==> src/sv/adsr_eg_pkg.sv <==
// Shared types, constants and register codes for the AR/ADSR envelope generator.
// No dependencies; every other file of the block imports this package.
package adsr_eg_pkg;

    localparam int SAMPLE_BITS = 16;
    localparam int LEVEL_BITS  = 16;

    // Shared multiplier: signed A (sample or zero-extended level) by signed B
    localparam int MUL_A_W = (SAMPLE_BITS > LEVEL_BITS) ? SAMPLE_BITS : LEVEL_BITS + 1;
    localparam int MUL_B_W = LEVEL_BITS + 1;
    localparam int MUL_P_W = MUL_A_W + MUL_B_W;

    // Ramp-down factor 0.999 in Q0.16
    localparam logic [LEVEL_BITS-1:0] RAMP_FACTOR = 16'd65470;

    // Action codes
    localparam logic [1:0] ACT_TICK     = 2'd0;
    localparam logic [1:0] ACT_NOTE_ON  = 2'd1;
    localparam logic [1:0] ACT_NOTE_OFF = 2'd2;

    // Configuration register indexes
    localparam int CFG_IDX_W = 3;
    localparam logic [CFG_IDX_W-1:0] CFG_MODE           = 3'd0;
    localparam logic [CFG_IDX_W-1:0] CFG_ATTACK_STEP    = 3'd1;
    localparam logic [CFG_IDX_W-1:0] CFG_PEAK_LEVEL     = 3'd2;
    localparam logic [CFG_IDX_W-1:0] CFG_DECAY_FACTOR   = 3'd3;
    localparam logic [CFG_IDX_W-1:0] CFG_SUSTAIN_LEVEL  = 3'd4;
    localparam logic [CFG_IDX_W-1:0] CFG_RELEASE_FACTOR = 3'd5;
    localparam logic [CFG_IDX_W-1:0] CFG_FLOOR_LEVEL    = 3'd6;

    // Register reset values
    localparam logic                  RST_MODE           = 1'b0;
    localparam logic [LEVEL_BITS-1:0] RST_ATTACK_STEP    = 16'd1;
    localparam logic [LEVEL_BITS-1:0] RST_PEAK_LEVEL     = 16'd58982;
    localparam logic [LEVEL_BITS-1:0] RST_DECAY_FACTOR   = 16'd65500;
    localparam logic [LEVEL_BITS-1:0] RST_SUSTAIN_LEVEL  = 16'd52429;
    localparam logic [LEVEL_BITS-1:0] RST_RELEASE_FACTOR = 16'd65500;
    localparam logic [LEVEL_BITS-1:0] RST_FLOOR_LEVEL    = 16'd66;

    typedef struct packed {
        logic [1:0]                    action;
        logic signed [SAMPLE_BITS-1:0] sample;
    } in_item_t;

    typedef struct packed {
        logic [LEVEL_BITS-1:0]         level;
        logic signed [SAMPLE_BITS-1:0] scaled_sample;
        logic                          start_playback;
        logic                          stop_playback;
    } out_item_t;

    typedef struct packed {
        logic                  mode;
        logic [LEVEL_BITS-1:0] attack_step;
        logic [LEVEL_BITS-1:0] peak_level;
        logic [LEVEL_BITS-1:0] decay_factor;
        logic [LEVEL_BITS-1:0] sustain_level;
        logic [LEVEL_BITS-1:0] release_factor;
        logic [LEVEL_BITS-1:0] floor_level;
    } cfg_regs_t;

endpackage

==> src/sv/ar_adsr_envelope_generator.sv <==
// Top level of the AR/ADSR envelope generator: sequencer, envelope state,
// output register. Depends on adsr_eg_pkg, adsr_eg_cfg and adsr_eg_mul.
//
//  port group   direction  handshake          beat content
//  s_*          in         s_valid/s_ready    action, sample (in_item_t)
//  m_*          out        m_valid/m_ready    level, scaled_sample, flags (out_item_t)
//  cfg_*        in         cfg_wr_en only     register index, write data
//
// A tick beat passes through S_ENV, S_SCALE and S_DONE when the level is
// set directly (attack, sustain, silence), and through S_POST as well,
// after S_ENV, when the level itself is scaled by a factor first.
// Note-on, note-off and unused codes are taken in S_IDLE and give no result.
// s_ready is high only while the sequencer is idle; a finished result sits
// in the output register, and a stalled output holds the sequencer in its
// last step. Reset is synchronous, active low, and clears all envelope state.
module ar_adsr_envelope_generator
    import adsr_eg_pkg::*;
(
    input  logic                  aclk,
    input  logic                  aresetn,
    input  logic                  s_valid,
    output logic                  s_ready,
    input  in_item_t              s_data,
    output logic                  m_valid,
    input  logic                  m_ready,
    output out_item_t             m_data,
    input  logic                  cfg_wr_en,
    input  logic [CFG_IDX_W-1:0]  cfg_index,
    input  logic [LEVEL_BITS-1:0] cfg_wdata
);

    typedef enum logic [2:0] {
        S_IDLE,
        S_ENV,
        S_POST,
        S_SCALE,
        S_DONE
    } state_t;

    // What to do with the level product once it is back from the multiplier
    typedef enum logic [1:0] {
        P_RAMP,
        P_DECAY,
        P_REL_AR,
        P_REL_ADSR
    } post_t;

    cfg_regs_t cfg;

    logic signed [MUL_A_W-1:0] mul_a;
    logic signed [MUL_B_W-1:0] mul_b;
    logic signed [MUL_P_W-1:0] prod;

    state_t state_reg, state_next;
    post_t  post_reg, post_next;

    logic [LEVEL_BITS-1:0] env_reg, env_next;
    logic trig_reg, trig_next;
    logic held_reg, held_next;
    logic atk_reg, atk_next;
    logic dec_reg, dec_next;
    logic rel_reg, rel_next;
    logic ramp_reg, ramp_next;

    logic [LEVEL_BITS-1:0]         lvl_reg, lvl_next;
    logic signed [SAMPLE_BITS-1:0] sample_reg, sample_next;
    logic start_reg, start_next;
    logic stop_reg, stop_next;

    logic      m_valid_reg, m_valid_next;
    out_item_t m_data_reg, m_data_next;

    // Attack step, saturated sum and peak test
    logic [LEVEL_BITS:0]   atk_sum;
    logic [LEVEL_BITS-1:0] atk_sat;
    logic                  atk_hit;
    logic [LEVEL_BITS-1:0] atk_lvl;

    // Level product and truncated scaled sample
    logic [LEVEL_BITS-1:0]             prod_lvl;
    logic signed [MUL_P_W-LEVEL_BITS-1:0] prod_hi;
    logic                              prod_round;
    logic signed [MUL_P_W-LEVEL_BITS-1:0] scaled;

    adsr_eg_cfg u_cfg (
        .aclk      (aclk),
        .aresetn   (aresetn),
        .cfg_wr_en (cfg_wr_en),
        .cfg_index (cfg_index),
        .cfg_wdata (cfg_wdata),
        .cfg       (cfg)
    );

    adsr_eg_mul u_mul (
        .aclk (aclk),
        .op_a (mul_a),
        .op_b (mul_b),
        .prod (prod)
    );

    assign atk_sum = {1'b0, env_reg} + {1'b0, cfg.attack_step};
    assign atk_sat = atk_sum[LEVEL_BITS] ? {LEVEL_BITS{1'b1}} : atk_sum[LEVEL_BITS-1:0];
    assign atk_hit = (atk_sat >= cfg.peak_level);
    assign atk_lvl = atk_hit ? cfg.peak_level : atk_sat;

    // Level times factor is below 2^32, so the Q0.16 result is bits 31:16
    assign prod_lvl   = prod[2*LEVEL_BITS-1:LEVEL_BITS];
    // Truncate toward zero: bump a negative quotient that dropped fraction bits
    assign prod_hi    = prod[MUL_P_W-1:LEVEL_BITS];
    assign prod_round = prod[MUL_P_W-1] && (prod[LEVEL_BITS-1:0] != '0);
    assign scaled     = prod_hi + (MUL_P_W-LEVEL_BITS)'(prod_round);

    always_comb begin
        state_next   = state_reg;
        post_next    = post_reg;
        env_next     = env_reg;
        trig_next    = trig_reg;
        held_next    = held_reg;
        atk_next     = atk_reg;
        dec_next     = dec_reg;
        rel_next     = rel_reg;
        ramp_next    = ramp_reg;
        lvl_next     = lvl_reg;
        sample_next  = sample_reg;
        start_next   = start_reg;
        stop_next    = stop_reg;
        m_valid_next = m_valid_reg;
        m_data_next  = m_data_reg;
        mul_a        = '0;
        mul_b        = '0;

        // Drop the output beat once it is taken
        if (m_valid_reg && m_ready) begin
            m_valid_next = 1'b0;
        end

        unique case (state_reg)
            S_IDLE: begin
                if (s_valid) begin
                    case (s_data.action)
                        ACT_NOTE_ON: begin
                            trig_next = 1'b1;
                        end
                        ACT_NOTE_OFF: begin
                            trig_next = 1'b0;
                            held_next = 1'b0;
                        end
                        ACT_TICK: begin
                            sample_next = s_data.sample;
                            start_next  = 1'b0;
                            stop_next   = 1'b0;
                            state_next  = S_ENV;
                        end
                        default: begin
                            state_next = S_IDLE;
                        end
                    endcase
                end
            end

            // Decide the phase; either set the level directly or send it
            // through the multiplier with the phase's factor.
            S_ENV: begin
                state_next = S_SCALE;
                mul_a      = MUL_A_W'(env_reg);
                if (!cfg.mode) begin
                    if (trig_reg && !held_reg) begin
                        atk_next  = 1'b1;
                        rel_next  = 1'b1;
                        trig_next = 1'b0;
                        if (env_reg >= cfg.floor_level) begin
                            ramp_next = 1'b1;
                        end else begin
                            start_next = 1'b1;
                        end
                    end
                    if (ramp_next) begin
                        mul_b      = MUL_B_W'(RAMP_FACTOR);
                        post_next  = P_RAMP;
                        state_next = S_POST;
                    end else if (atk_next) begin
                        env_next = atk_lvl;
                        lvl_next = atk_lvl;
                        if (atk_hit) begin
                            atk_next = 1'b0;
                        end
                    end else if (rel_next) begin
                        if (env_reg >= cfg.floor_level) begin
                            mul_b      = MUL_B_W'(cfg.release_factor);
                            post_next  = P_REL_AR;
                            state_next = S_POST;
                        end else begin
                            env_next  = '0;
                            lvl_next  = '0;
                            rel_next  = 1'b0;
                            stop_next = 1'b1;
                        end
                    end else begin
                        lvl_next = '0;
                    end
                end else begin
                    if (trig_reg && !held_reg) begin
                        atk_next   = 1'b1;
                        dec_next   = 1'b1;
                        held_next  = 1'b1;
                        rel_next   = 1'b1;
                        start_next = 1'b1;
                    end
                    if (atk_next) begin
                        env_next = atk_lvl;
                        lvl_next = atk_lvl;
                        if (atk_hit) begin
                            atk_next = 1'b0;
                        end
                    end else if (dec_next && (env_reg > cfg.sustain_level)) begin
                        mul_b      = MUL_B_W'(cfg.decay_factor);
                        post_next  = P_DECAY;
                        state_next = S_POST;
                    end else if (held_next) begin
                        env_next = cfg.sustain_level;
                        lvl_next = cfg.sustain_level;
                    end else if (rel_next) begin
                        mul_b      = MUL_B_W'(cfg.release_factor);
                        post_next  = P_REL_ADSR;
                        state_next = S_POST;
                    end else begin
                        lvl_next = '0;
                    end
                end
            end

            // Finish the phase on the scaled level
            S_POST: begin
                state_next = S_SCALE;
                env_next   = prod_lvl;
                lvl_next   = prod_lvl;
                case (post_reg)
                    P_RAMP: begin
                        if (prod_lvl <= cfg.floor_level) begin
                            env_next   = '0;
                            lvl_next   = '0;
                            ramp_next  = 1'b0;
                            start_next = 1'b1;
                        end
                    end
                    P_DECAY: begin
                        if (prod_lvl <= cfg.sustain_level) begin
                            env_next = cfg.sustain_level;
                            lvl_next = cfg.sustain_level;
                            dec_next = 1'b0;
                        end
                    end
                    P_REL_ADSR: begin
                        if (prod_lvl <= cfg.floor_level) begin
                            env_next  = '0;
                            lvl_next  = '0;
                            rel_next  = 1'b0;
                            stop_next = 1'b1;
                        end
                    end
                    default: begin
                        env_next = prod_lvl;
                    end
                endcase
            end

            S_SCALE: begin
                mul_a      = MUL_A_W'(sample_reg);
                mul_b      = MUL_B_W'(lvl_reg);
                state_next = S_DONE;
            end

            // Hold here until the output register is free; keep the sample
            // product steady while the output stalls
            S_DONE: begin
                mul_a = MUL_A_W'(sample_reg);
                mul_b = MUL_B_W'(lvl_reg);
                if (!m_valid_reg || m_ready) begin
                    m_data_next.level          = lvl_reg;
                    m_data_next.scaled_sample  = scaled[SAMPLE_BITS-1:0];
                    m_data_next.start_playback = start_reg;
                    m_data_next.stop_playback  = stop_reg;
                    m_valid_next               = 1'b1;
                    state_next                 = S_IDLE;
                end
            end

            default: begin
                state_next = S_IDLE;
            end
        endcase
    end

    always_ff @(posedge aclk) begin
        if (!aresetn) begin
            state_reg   <= S_IDLE;
            env_reg     <= '0;
            trig_reg    <= 1'b0;
            held_reg    <= 1'b0;
            atk_reg     <= 1'b0;
            dec_reg     <= 1'b0;
            rel_reg     <= 1'b0;
            ramp_reg    <= 1'b0;
            m_valid_reg <= 1'b0;
        end else begin
            state_reg   <= state_next;
            env_reg     <= env_next;
            trig_reg    <= trig_next;
            held_reg    <= held_next;
            atk_reg     <= atk_next;
            dec_reg     <= dec_next;
            rel_reg     <= rel_next;
            ramp_reg    <= ramp_next;
            m_valid_reg <= m_valid_next;
            post_reg    <= post_next;
            lvl_reg     <= lvl_next;
            sample_reg  <= sample_next;
            start_reg   <= start_next;
            stop_reg    <= stop_next;
            m_data_reg  <= m_data_next;
        end
    end

    assign s_ready = (state_reg == S_IDLE);
    assign m_valid = m_valid_reg;
    assign m_data  = m_data_reg;

    // A non-tick beat is absorbed in S_IDLE and leaves the block ready in the next cycle
    a_note_stays_ready: assert property (@(posedge aclk) disable iff (!aresetn)
        (s_valid && s_ready && (s_data.action != ACT_TICK)) |=> s_ready)
        else $error("note event did not leave the sequencer idle");

    // A new output beat only comes from the final sequencer step
    a_beat_from_done: assert property (@(posedge aclk) disable iff (!aresetn)
        $rose(m_valid_reg) |-> $past(state_reg == S_DONE))
        else $error("output beat loaded outside the final step");

    // Start and stop never mark the same tick
    a_start_stop_excl: assert property (@(posedge aclk) disable iff (!aresetn)
        m_valid |-> !(m_data.start_playback && m_data.stop_playback))
        else $error("start and stop flagged on one tick");

    // Stopping always lands on a silent level
    a_stop_silent: assert property (@(posedge aclk) disable iff (!aresetn)
        (m_valid && m_data.stop_playback) |-> (m_data.level == '0))
        else $error("stop flagged with nonzero level");

endmodule

==> src/sv/adsr_eg_cfg.sv <==
// Configuration register file of the envelope generator.
// Depends on adsr_eg_pkg for register codes, reset values and cfg_regs_t.
module adsr_eg_cfg
    import adsr_eg_pkg::*;
(
    input  logic                  aclk,
    input  logic                  aresetn,
    input  logic                  cfg_wr_en,
    input  logic [CFG_IDX_W-1:0]  cfg_index,
    input  logic [LEVEL_BITS-1:0] cfg_wdata,
    output cfg_regs_t             cfg
);

    cfg_regs_t cfg_reg;
    cfg_regs_t cfg_next;

    always_comb begin
        cfg_next = cfg_reg;
        if (cfg_wr_en) begin
            unique case (cfg_index)
                CFG_MODE:           cfg_next.mode           = cfg_wdata[0];
                CFG_ATTACK_STEP:    cfg_next.attack_step    = cfg_wdata;
                CFG_PEAK_LEVEL:     cfg_next.peak_level     = cfg_wdata;
                CFG_DECAY_FACTOR:   cfg_next.decay_factor   = cfg_wdata;
                CFG_SUSTAIN_LEVEL:  cfg_next.sustain_level  = cfg_wdata;
                CFG_RELEASE_FACTOR: cfg_next.release_factor = cfg_wdata;
                CFG_FLOOR_LEVEL:    cfg_next.floor_level    = cfg_wdata;
                default:            cfg_next = cfg_reg;
            endcase
        end
    end

    always_ff @(posedge aclk) begin
        if (!aresetn) begin
            cfg_reg.mode           <= RST_MODE;
            cfg_reg.attack_step    <= RST_ATTACK_STEP;
            cfg_reg.peak_level     <= RST_PEAK_LEVEL;
            cfg_reg.decay_factor   <= RST_DECAY_FACTOR;
            cfg_reg.sustain_level  <= RST_SUSTAIN_LEVEL;
            cfg_reg.release_factor <= RST_RELEASE_FACTOR;
            cfg_reg.floor_level    <= RST_FLOOR_LEVEL;
        end else begin
            cfg_reg <= cfg_next;
        end
    end

    assign cfg = cfg_reg;

endmodule

==> src/sv/adsr_eg_mul.sv <==
// Shared signed multiplier with registered product, used for level factors
// and sample scaling. Depends on adsr_eg_pkg for operand widths.
module adsr_eg_mul
    import adsr_eg_pkg::*;
(
    input  logic                      aclk,
    input  logic signed [MUL_A_W-1:0] op_a,
    input  logic signed [MUL_B_W-1:0] op_b,
    output logic signed [MUL_P_W-1:0] prod
);

    logic signed [MUL_P_W-1:0] prod_reg;

    always_ff @(posedge aclk) begin
        prod_reg <= MUL_P_W'(op_a) * MUL_P_W'(op_b);
    end

    assign prod = prod_reg;

endmodule

==> config.mk <==
export PLATFORM = sky130hd
export DESIGN_NAME = ar_adsr_envelope_generator
export DESIGN_NICKNAME = d
export VERILOG_FILES = /design/src/sv/adsr_eg_pkg.sv /design/src/sv/ar_adsr_envelope_generator.sv /design/src/sv/adsr_eg_cfg.sv /design/src/sv/adsr_eg_mul.sv
export SDC_FILE = /design/constraint.sdc
export NUM_CORES = 1
export LEC_CHECK = 0
export ABC_CLOCK_PERIOD_IN_PS = 27000
export BUFFER_PORTS_ARGS = -buffer_cell sky130_fd_sc_hd__buf_2
export CAP_MARGIN = 30
export CORE_MARGIN = 8
export CORE_UTILIZATION = 60
export DETAILED_ROUTE_END_ITERATION = 12
export HOLD_SLACK_MARGIN = 0.03
export PLACE_DENSITY = 0.79
export SLEW_MARGIN = 40
export SYNTH_ARGS = -nofsm -noshare
export SYNTH_HDL_FRONTEND = slang
export SYNTH_HIERARCHICAL = 1
export SYNTH_SLANG_ARGS = --single-unit
export TNS_END_PERCENT = 10
==> constraint.sdc <==
create_clock -name aclk -period 27 [get_ports aclk]
set_clock_uncertainty 0.2 [all_clocks]
set_input_delay 2.7 -clock aclk [delete_from_list [all_inputs] [get_ports aclk]]
set_output_delay 2.7 -clock aclk [all_outputs]
set_load 0.05 [all_outputs]
==> results.py, run 1 <==
metrics = {
    "job": {
        "drv_cap": 0,
    },
    "clock_network": {
        "holdBufCountCts": 0,
        "clockBufferDepth": 3,
        "post_cts_buffers": 0,
        "h-tree-depth": 1,
        "clk_latency_ps": 540,
        "cts_root_buf": "clkbuf_16",
        "cts_resized": 0,
        "cts-buffers-inserted": 23,
        "clkTransAtPathRegs_ps": 70,
        "cts_sinks": 226,
        "tritoncts": "done",
    },
    "worst_setup_path": {
        "cp_common_cell": "fa_1",
        "crit_slowest_cell": "fa_1",
        "critPathTopFamily": "adder cells",
        "cp_max_fo": 17,
        "worst-path-buf-inv": 4,
        "crit_type": "flip-flop to flip-flop",
        "critPathMaxStageDelay_ps": 940,
        "startpoint_type": "flip-flop",
        "cp-end-kind": "flip-flop",
        "critPathArrivalTime_ps": 9960,
        "required_ps": 27250,
    },
    "final_layout": {
        "area_growth_pct": 6.19,
        "fillers": 3188,
        "design_area_mm2": 0.0250,
        "num-nets-final": 3080,
        "largest_register_ff_count": 97,
        "drive_gt1_share_pct": 7.24,
        "multi_input_area_mm2": 0.0164,
        "ff_latch_area_mm2": 0.00523,
        "instances_no_fill": 3086,
        "diodes": 0,
        "post-route-util_pct": 64.6,
    },
    "place": {
        "dp_slack_ps": 17230,
        "dp_cells": 3043,
        "place.port_buffers": 77,
        "hpwl_um": 52000,
        "place_congestion": 0.960,
        "placed_area_mm2": 0.0242,
    },
    "timing": {
        "worst_pin_slew_ps": 911,
        "finalHoldViolCount": 0,
        "period_needed_ps": 9710,
        "slew_headroom_pct": 39.2,
        "hold_ws_ps": 222,
        "rsz0062_at_grt": "false",
        "drv_slew": 0,
        "fin_ws_ps": 17290,
        "fmax_ghz": 0.103,
        "final.period_utilization_pct": 36.0,
        "finalSetupViolCount": 0,
        "setup_tns_ps": 0,
    },
    "outcome": {
        "status": "finished, final reports clean",
    },
    "routing": {
        "drc_errors": 0,
        "wirelength_um": 66500,
        "drt.antenna.violating_nets": 0,
        "drtPass1Iterations": 5,
        "post_drt_wl_per_cell_um": 21.5,
        "drtIter0Drc": 1841,
        "vias": 18600,
        "viasPerCell": 6.04,
    },
    "worst_hold_path": {
        "hp-class": "flip-flop to flip-flop",
    },
    "floorplanning": {
        "start_util_pct": 60.8,
        "die_h_um": 214,
        "io-pin-count": 78,
        "die_area_mm2": 0.0458,
        "rows": 72,
        "coreArea_mm2": 0.0387,
        "die_x_um": 214,
    },
    "power": {
        "power_density_mw_per_mm2": 40.3,
        "totalPowerFinal_mw": 1.01,
        "leakage_nw": 12.2,
        "irDropWorstVdd_v": 0.0000411,
    },
    "synth": {
        "syn-instance-count": 2534,
        "netlist_area_mm2": 0.0235,
        "yosys_warnings": 6,
        "synth_area_per_cell_um2": 9.29,
    },
    "global_routing": {
        "grt.total_usage_pct": 28.5,
        "grt_pass1_vias": 19300,
        "grt_pass1_wl_um": 105000,
        "grt_max_degree": 82,
        "antenna_found_initial": 1,
        "grt_overflow": 0,
    },
}
## worst register-to-register path, cell delays in order (launching register included)
cell	delay, ps
dfxtp_1	360
inv_1	100
ha_1	290
nor2b_1	40
o21ai_0	230
a21oi_1	170
o21ai_2	470
a21o_1	580
and2_1	250
o31a_1	510
a22o_1	590
nand2_1	250
fa_1	600
inv_1	80
fa_1	940
fa_1	550
fa_1	520
fa_1	550
inv_1	50
fa_1	530
inv_1	40
ha_1	380
o21ai_0	320
o211ai_1	150
a21oi_1	140
o21ai_0	260
a31oi_1	320
xnor2_1	150
## metal layers
layer	routed length, um	global-route usage (%)	up-vias
li1	-	-	8279
met1	27500	38.8	9303
met2	30500	45.4	899
met3	5910	4.92	164
met4	2620	10.3	0
met5	0	0	-
## final timing paths
check	depth (start not counted)	end	start	slack [ps]
max reg2reg	27	u_mul/prod[31]$_DFF_P_	env_reg[0]$_SDFFE_PN0P_	17290
min reg2reg	0	m_data[1]$_DFFE_PP_	start_reg$_DFFE_PP_	220
max	27	u_mul/prod[31]$_DFF_P_	env_reg[0]$_SDFFE_PN0P_	17290
min	0	m_data[1]$_DFFE_PP_	start_reg$_DFFE_PP_	220
## layout by cell type (no fill, tap or decap), types with 11 or more instances in the layout
master,instances
fa_1,297
a21oi_1,123
xnor2_1,43
dfxtp_1,156
nor3_1,17
a211oi_1,15
o211ai_1,15
nand3_1,37
a31oi_1,21
inv_1,408
o21ai_0,81
nand2_1,293
nor2_1,88
buf_2,76
ha_1,190
nand4_1,12
and2_1,159
a21o_1,21
clkbuf_16,23
mux2i_1,98
xor2_1,14
a22o_2,13
and3_1,11
edfxtp_1,70
a22o_1,17
buf_4,13
nor2b_1,69
nand2b_1,13
## report_power, final
| group | internal (mW) | switching [mW] | total (mW) | leakage, nW |
|---|---|---|---|---|
| logic | 0.0996 | 0.183 | 0.283 | 9.94 |
| registers | 0.374 | 0.0360 | 0.410 | 1.91 |
| clock network | 0.174 | 0.142 | 0.316 | 0.353 |
## cell type report
class                           instances  area share (%)
Inverter                              408            6.12
Multi-Input combinational cell       1801            65.5
Sequential cell                       226            20.9
Clock inverter                         12           0.430
Tap cell                              518            2.59
Timing Repair Buffer                   91            2.00
Clock buffer                           30            2.49
Power figures use the tool's default switching activity.
==> run 2: changes to the inputs <==
--- a/config.mk
+++ b/config.mk
@@ -5,7 +5,7 @@
 export SDC_FILE = /design/constraint.sdc
 export NUM_CORES = 1
 export LEC_CHECK = 0
-export ABC_CLOCK_PERIOD_IN_PS = 27000
+export ABC_CLOCK_PERIOD_IN_PS = 9000
 export BUFFER_PORTS_ARGS = -buffer_cell sky130_fd_sc_hd__buf_2
 export CAP_MARGIN = 30
 export CORE_MARGIN = 8
==> constraint.sdc (replaced) <==
create_clock -name aclk -period 9 [get_ports aclk]
set_clock_uncertainty 0.2 [all_clocks]
set_input_delay 0.9 -clock aclk [delete_from_list [all_inputs] [get_ports aclk]]
set_output_delay 0.9 -clock aclk [all_outputs]
set_load 0.05 [all_outputs]
==> run 2 against run 1 <==
Flip-flop and latch count unchanged. First-iteration DRC count is 5.0% lower. Global-route usage is 0.25 points higher. Clock-buffer cell count rose by 4. Non-clock buffer count increased by 69. Core utilization up 1.4 points. Final cell count increased by 2.3%. Via count up 0.76%. Highest routed layer unchanged. Clock power rose to 3.0 times the previous value. Largest cell class unchanged. Cell area up 2.2%.
==> results.py, run 2 (synthesis results as in run 1) <==
metrics = {
    "clock_network": {
        "cts_root_buf": "clkbuf_16",
        "holdBufCountCts": 0,
        "clockBufferDepth": 3,
        "cts-buffers-inserted": 23,
        "h-tree-depth": 1,
        "clk_latency_ps": 520,
        "tritoncts": "done",
        "cts_sinks": 226,
        "clkTransAtPathRegs_ps": 60,
    },
    "final_layout": {
        "largest_register_ff_count": 97,
        "area_growth_pct": 8.55,
        "post-route-util_pct": 66.0,
        "final_common_cell": "inv_1",
        "final_cell_mix": "inv_1, fa_1, nand2_1",
        "drive_gt1_share_pct": 9.59,
        "instances_no_fill": 3156,
        "design_area_mm2": 0.0256,
        "num-nets-final": 3149,
    },
    "worst_setup_path": {
        "worst-path-buf-inv": 5,
        "cp.depth": 28,
        "cp_max_fo": 15,
        "required_ps": 9250,
        "critPathArrivalTime_ps": 8980,
        "crit_type": "flip-flop to flip-flop",
        "r2r_cells": 28,
        "r2r_slack_ps": 270,
        "startpoint_type": "flip-flop",
        "critPathTopFamily": "adder cells",
        "cp_common_cell": "fa_1",
        "crit_slowest_cell": "fa_1",
        "cp-end-kind": "flip-flop",
        "critPathMaxStageDelay_ps": 560,
    },
    "global_routing": {
        "grt_pass1_vias": 19300,
        "grt_overflow": 0,
        "antenna_found_initial": 1,
        "grt_pass1_wl_um": 106000,
        "grt_max_degree": 89,
        "grt.total_usage_pct": 28.7,
    },
    "routing": {
        "vias": 18800,
        "wirelength_um": 67200,
        "viasPerCell": 5.95,
        "drt.antenna.violating_nets": 0,
        "drtPass1Iterations": 5,
        "post_drt_wl_per_cell_um": 21.3,
        "drc_errors": 0,
        "drtIter0Drc": 1749,
    },
    "timing": {
        "setup_tns_ps": 0,
        "rsz0062_at_grt": "false",
        "worst_pin_slew_ps": 983,
        "slew_headroom_pct": 33.9,
        "hold_ws_ps": 225,
        "fmax_ghz": 0.115,
        "drv_slew": 0,
        "finalSetupViolCount": 0,
        "finalHoldViolCount": 0,
        "period_needed_ps": 8730,
        "fin_ws_ps": 269,
        "final.period_utilization_pct": 97.0,
    },
    "floorplanning": {
        "die_x_um": 214,
        "die_area_mm2": 0.0458,
        "start_util_pct": 60.8,
        "die_h_um": 214,
        "io-pin-count": 78,
        "coreArea_mm2": 0.0387,
        "rows": 72,
    },
    "power": {
        "leakage_nw": 12.6,
        "irDropWorstVdd_v": 0.0000915,
        "totalPowerFinal_mw": 3.09,
        "power_density_mw_per_mm2": 121,
    },
    "place": {
        "hpwl_um": 53100,
        "dp_slack_ps": 164,
        "place.port_buffers": 77,
        "place_congestion": 0.989,
        "placed_area_mm2": 0.0247,
        "dp_cells": 3107,
    },
    "worst_hold_path": {
        "min_path_cells": 0,
        "hp-class": "flip-flop to flip-flop",
    },
    "job": {
        "drv_cap": 0,
    },
    "outcome": {
        "status": "finished, final reports clean",
    },
}
[run 2: changes by cell type in the layout (fill, tap and decap cells not counted), sizes merged]
cell	before	now
buf	91	159
clkbuf	30	35
diode	0	1
clkinv	7	5
clkinvlp	2	0
[run 2: area by class of cell]
cell class	instances	area, um^2
Sequential cell	226	5230
Inverter	408	1530
Multi-Input combinational cell	1801	16300
Antenna cell	1	2.50
Timing Repair Buffer	160	1080
Fill cell	3079	13200
Clock inverter	8	75.1
Tap cell	518	648
Clock buffer	34	668
[run 2: worst register-to-register path: cells and delay by family (launching register included)]
| kind | cells | cell delay (ps) |
|---|---|---|
| XOR/XNOR | 1 | 140 |
| adder cells (fa/ha/maj) | 8 | 3740 |
| flip-flops | 1 | 410 |
| AND/OR/NAND/NOR | 5 | 1340 |
| buffers and inverters | 5 | 700 |
| AO/OA/AOI/OAI | 9 | 2100 |
[run 2: what timing repair did]
action / CTS / global route
resized for setup: 0 / 15
setup endpoints to repair: 0 / 10
buffers inserted: 0 / 6
[run 2: where the power goes]
part           internal (mW)  switching [mW]
logic                  0.341           0.582
registers               1.12          0.0896
clock network          0.546           0.414
total                   2.01            1.09
[run 2: layer usage]
metal / vias up / global-route usage, % / wire, um
met5: - / 0 / 0
met4: 0 / 10.5 / 2690
met3: 171 / 4.47 / 5820
met2: 929 / 45.9 / 30700
met1: 9261 / 39.3 / 27900
li1: 8426 / - / -
[run 2: worst paths after layout]
path                                               end                  startpoint
worst max-delay path            u_mul/prod[30]$_DFF_P_  u_cfg/cfg[47]$_SDFFE_PN1P_
worst max register to register  u_mul/prod[30]$_DFF_P_  u_cfg/cfg[47]$_SDFFE_PN1P_
worst min register to register     m_data[0]$_DFFE_PP_          stop_reg$_DFFE_PP_
worst min-delay path               m_data[0]$_DFFE_PP_          stop_reg$_DFFE_PP_
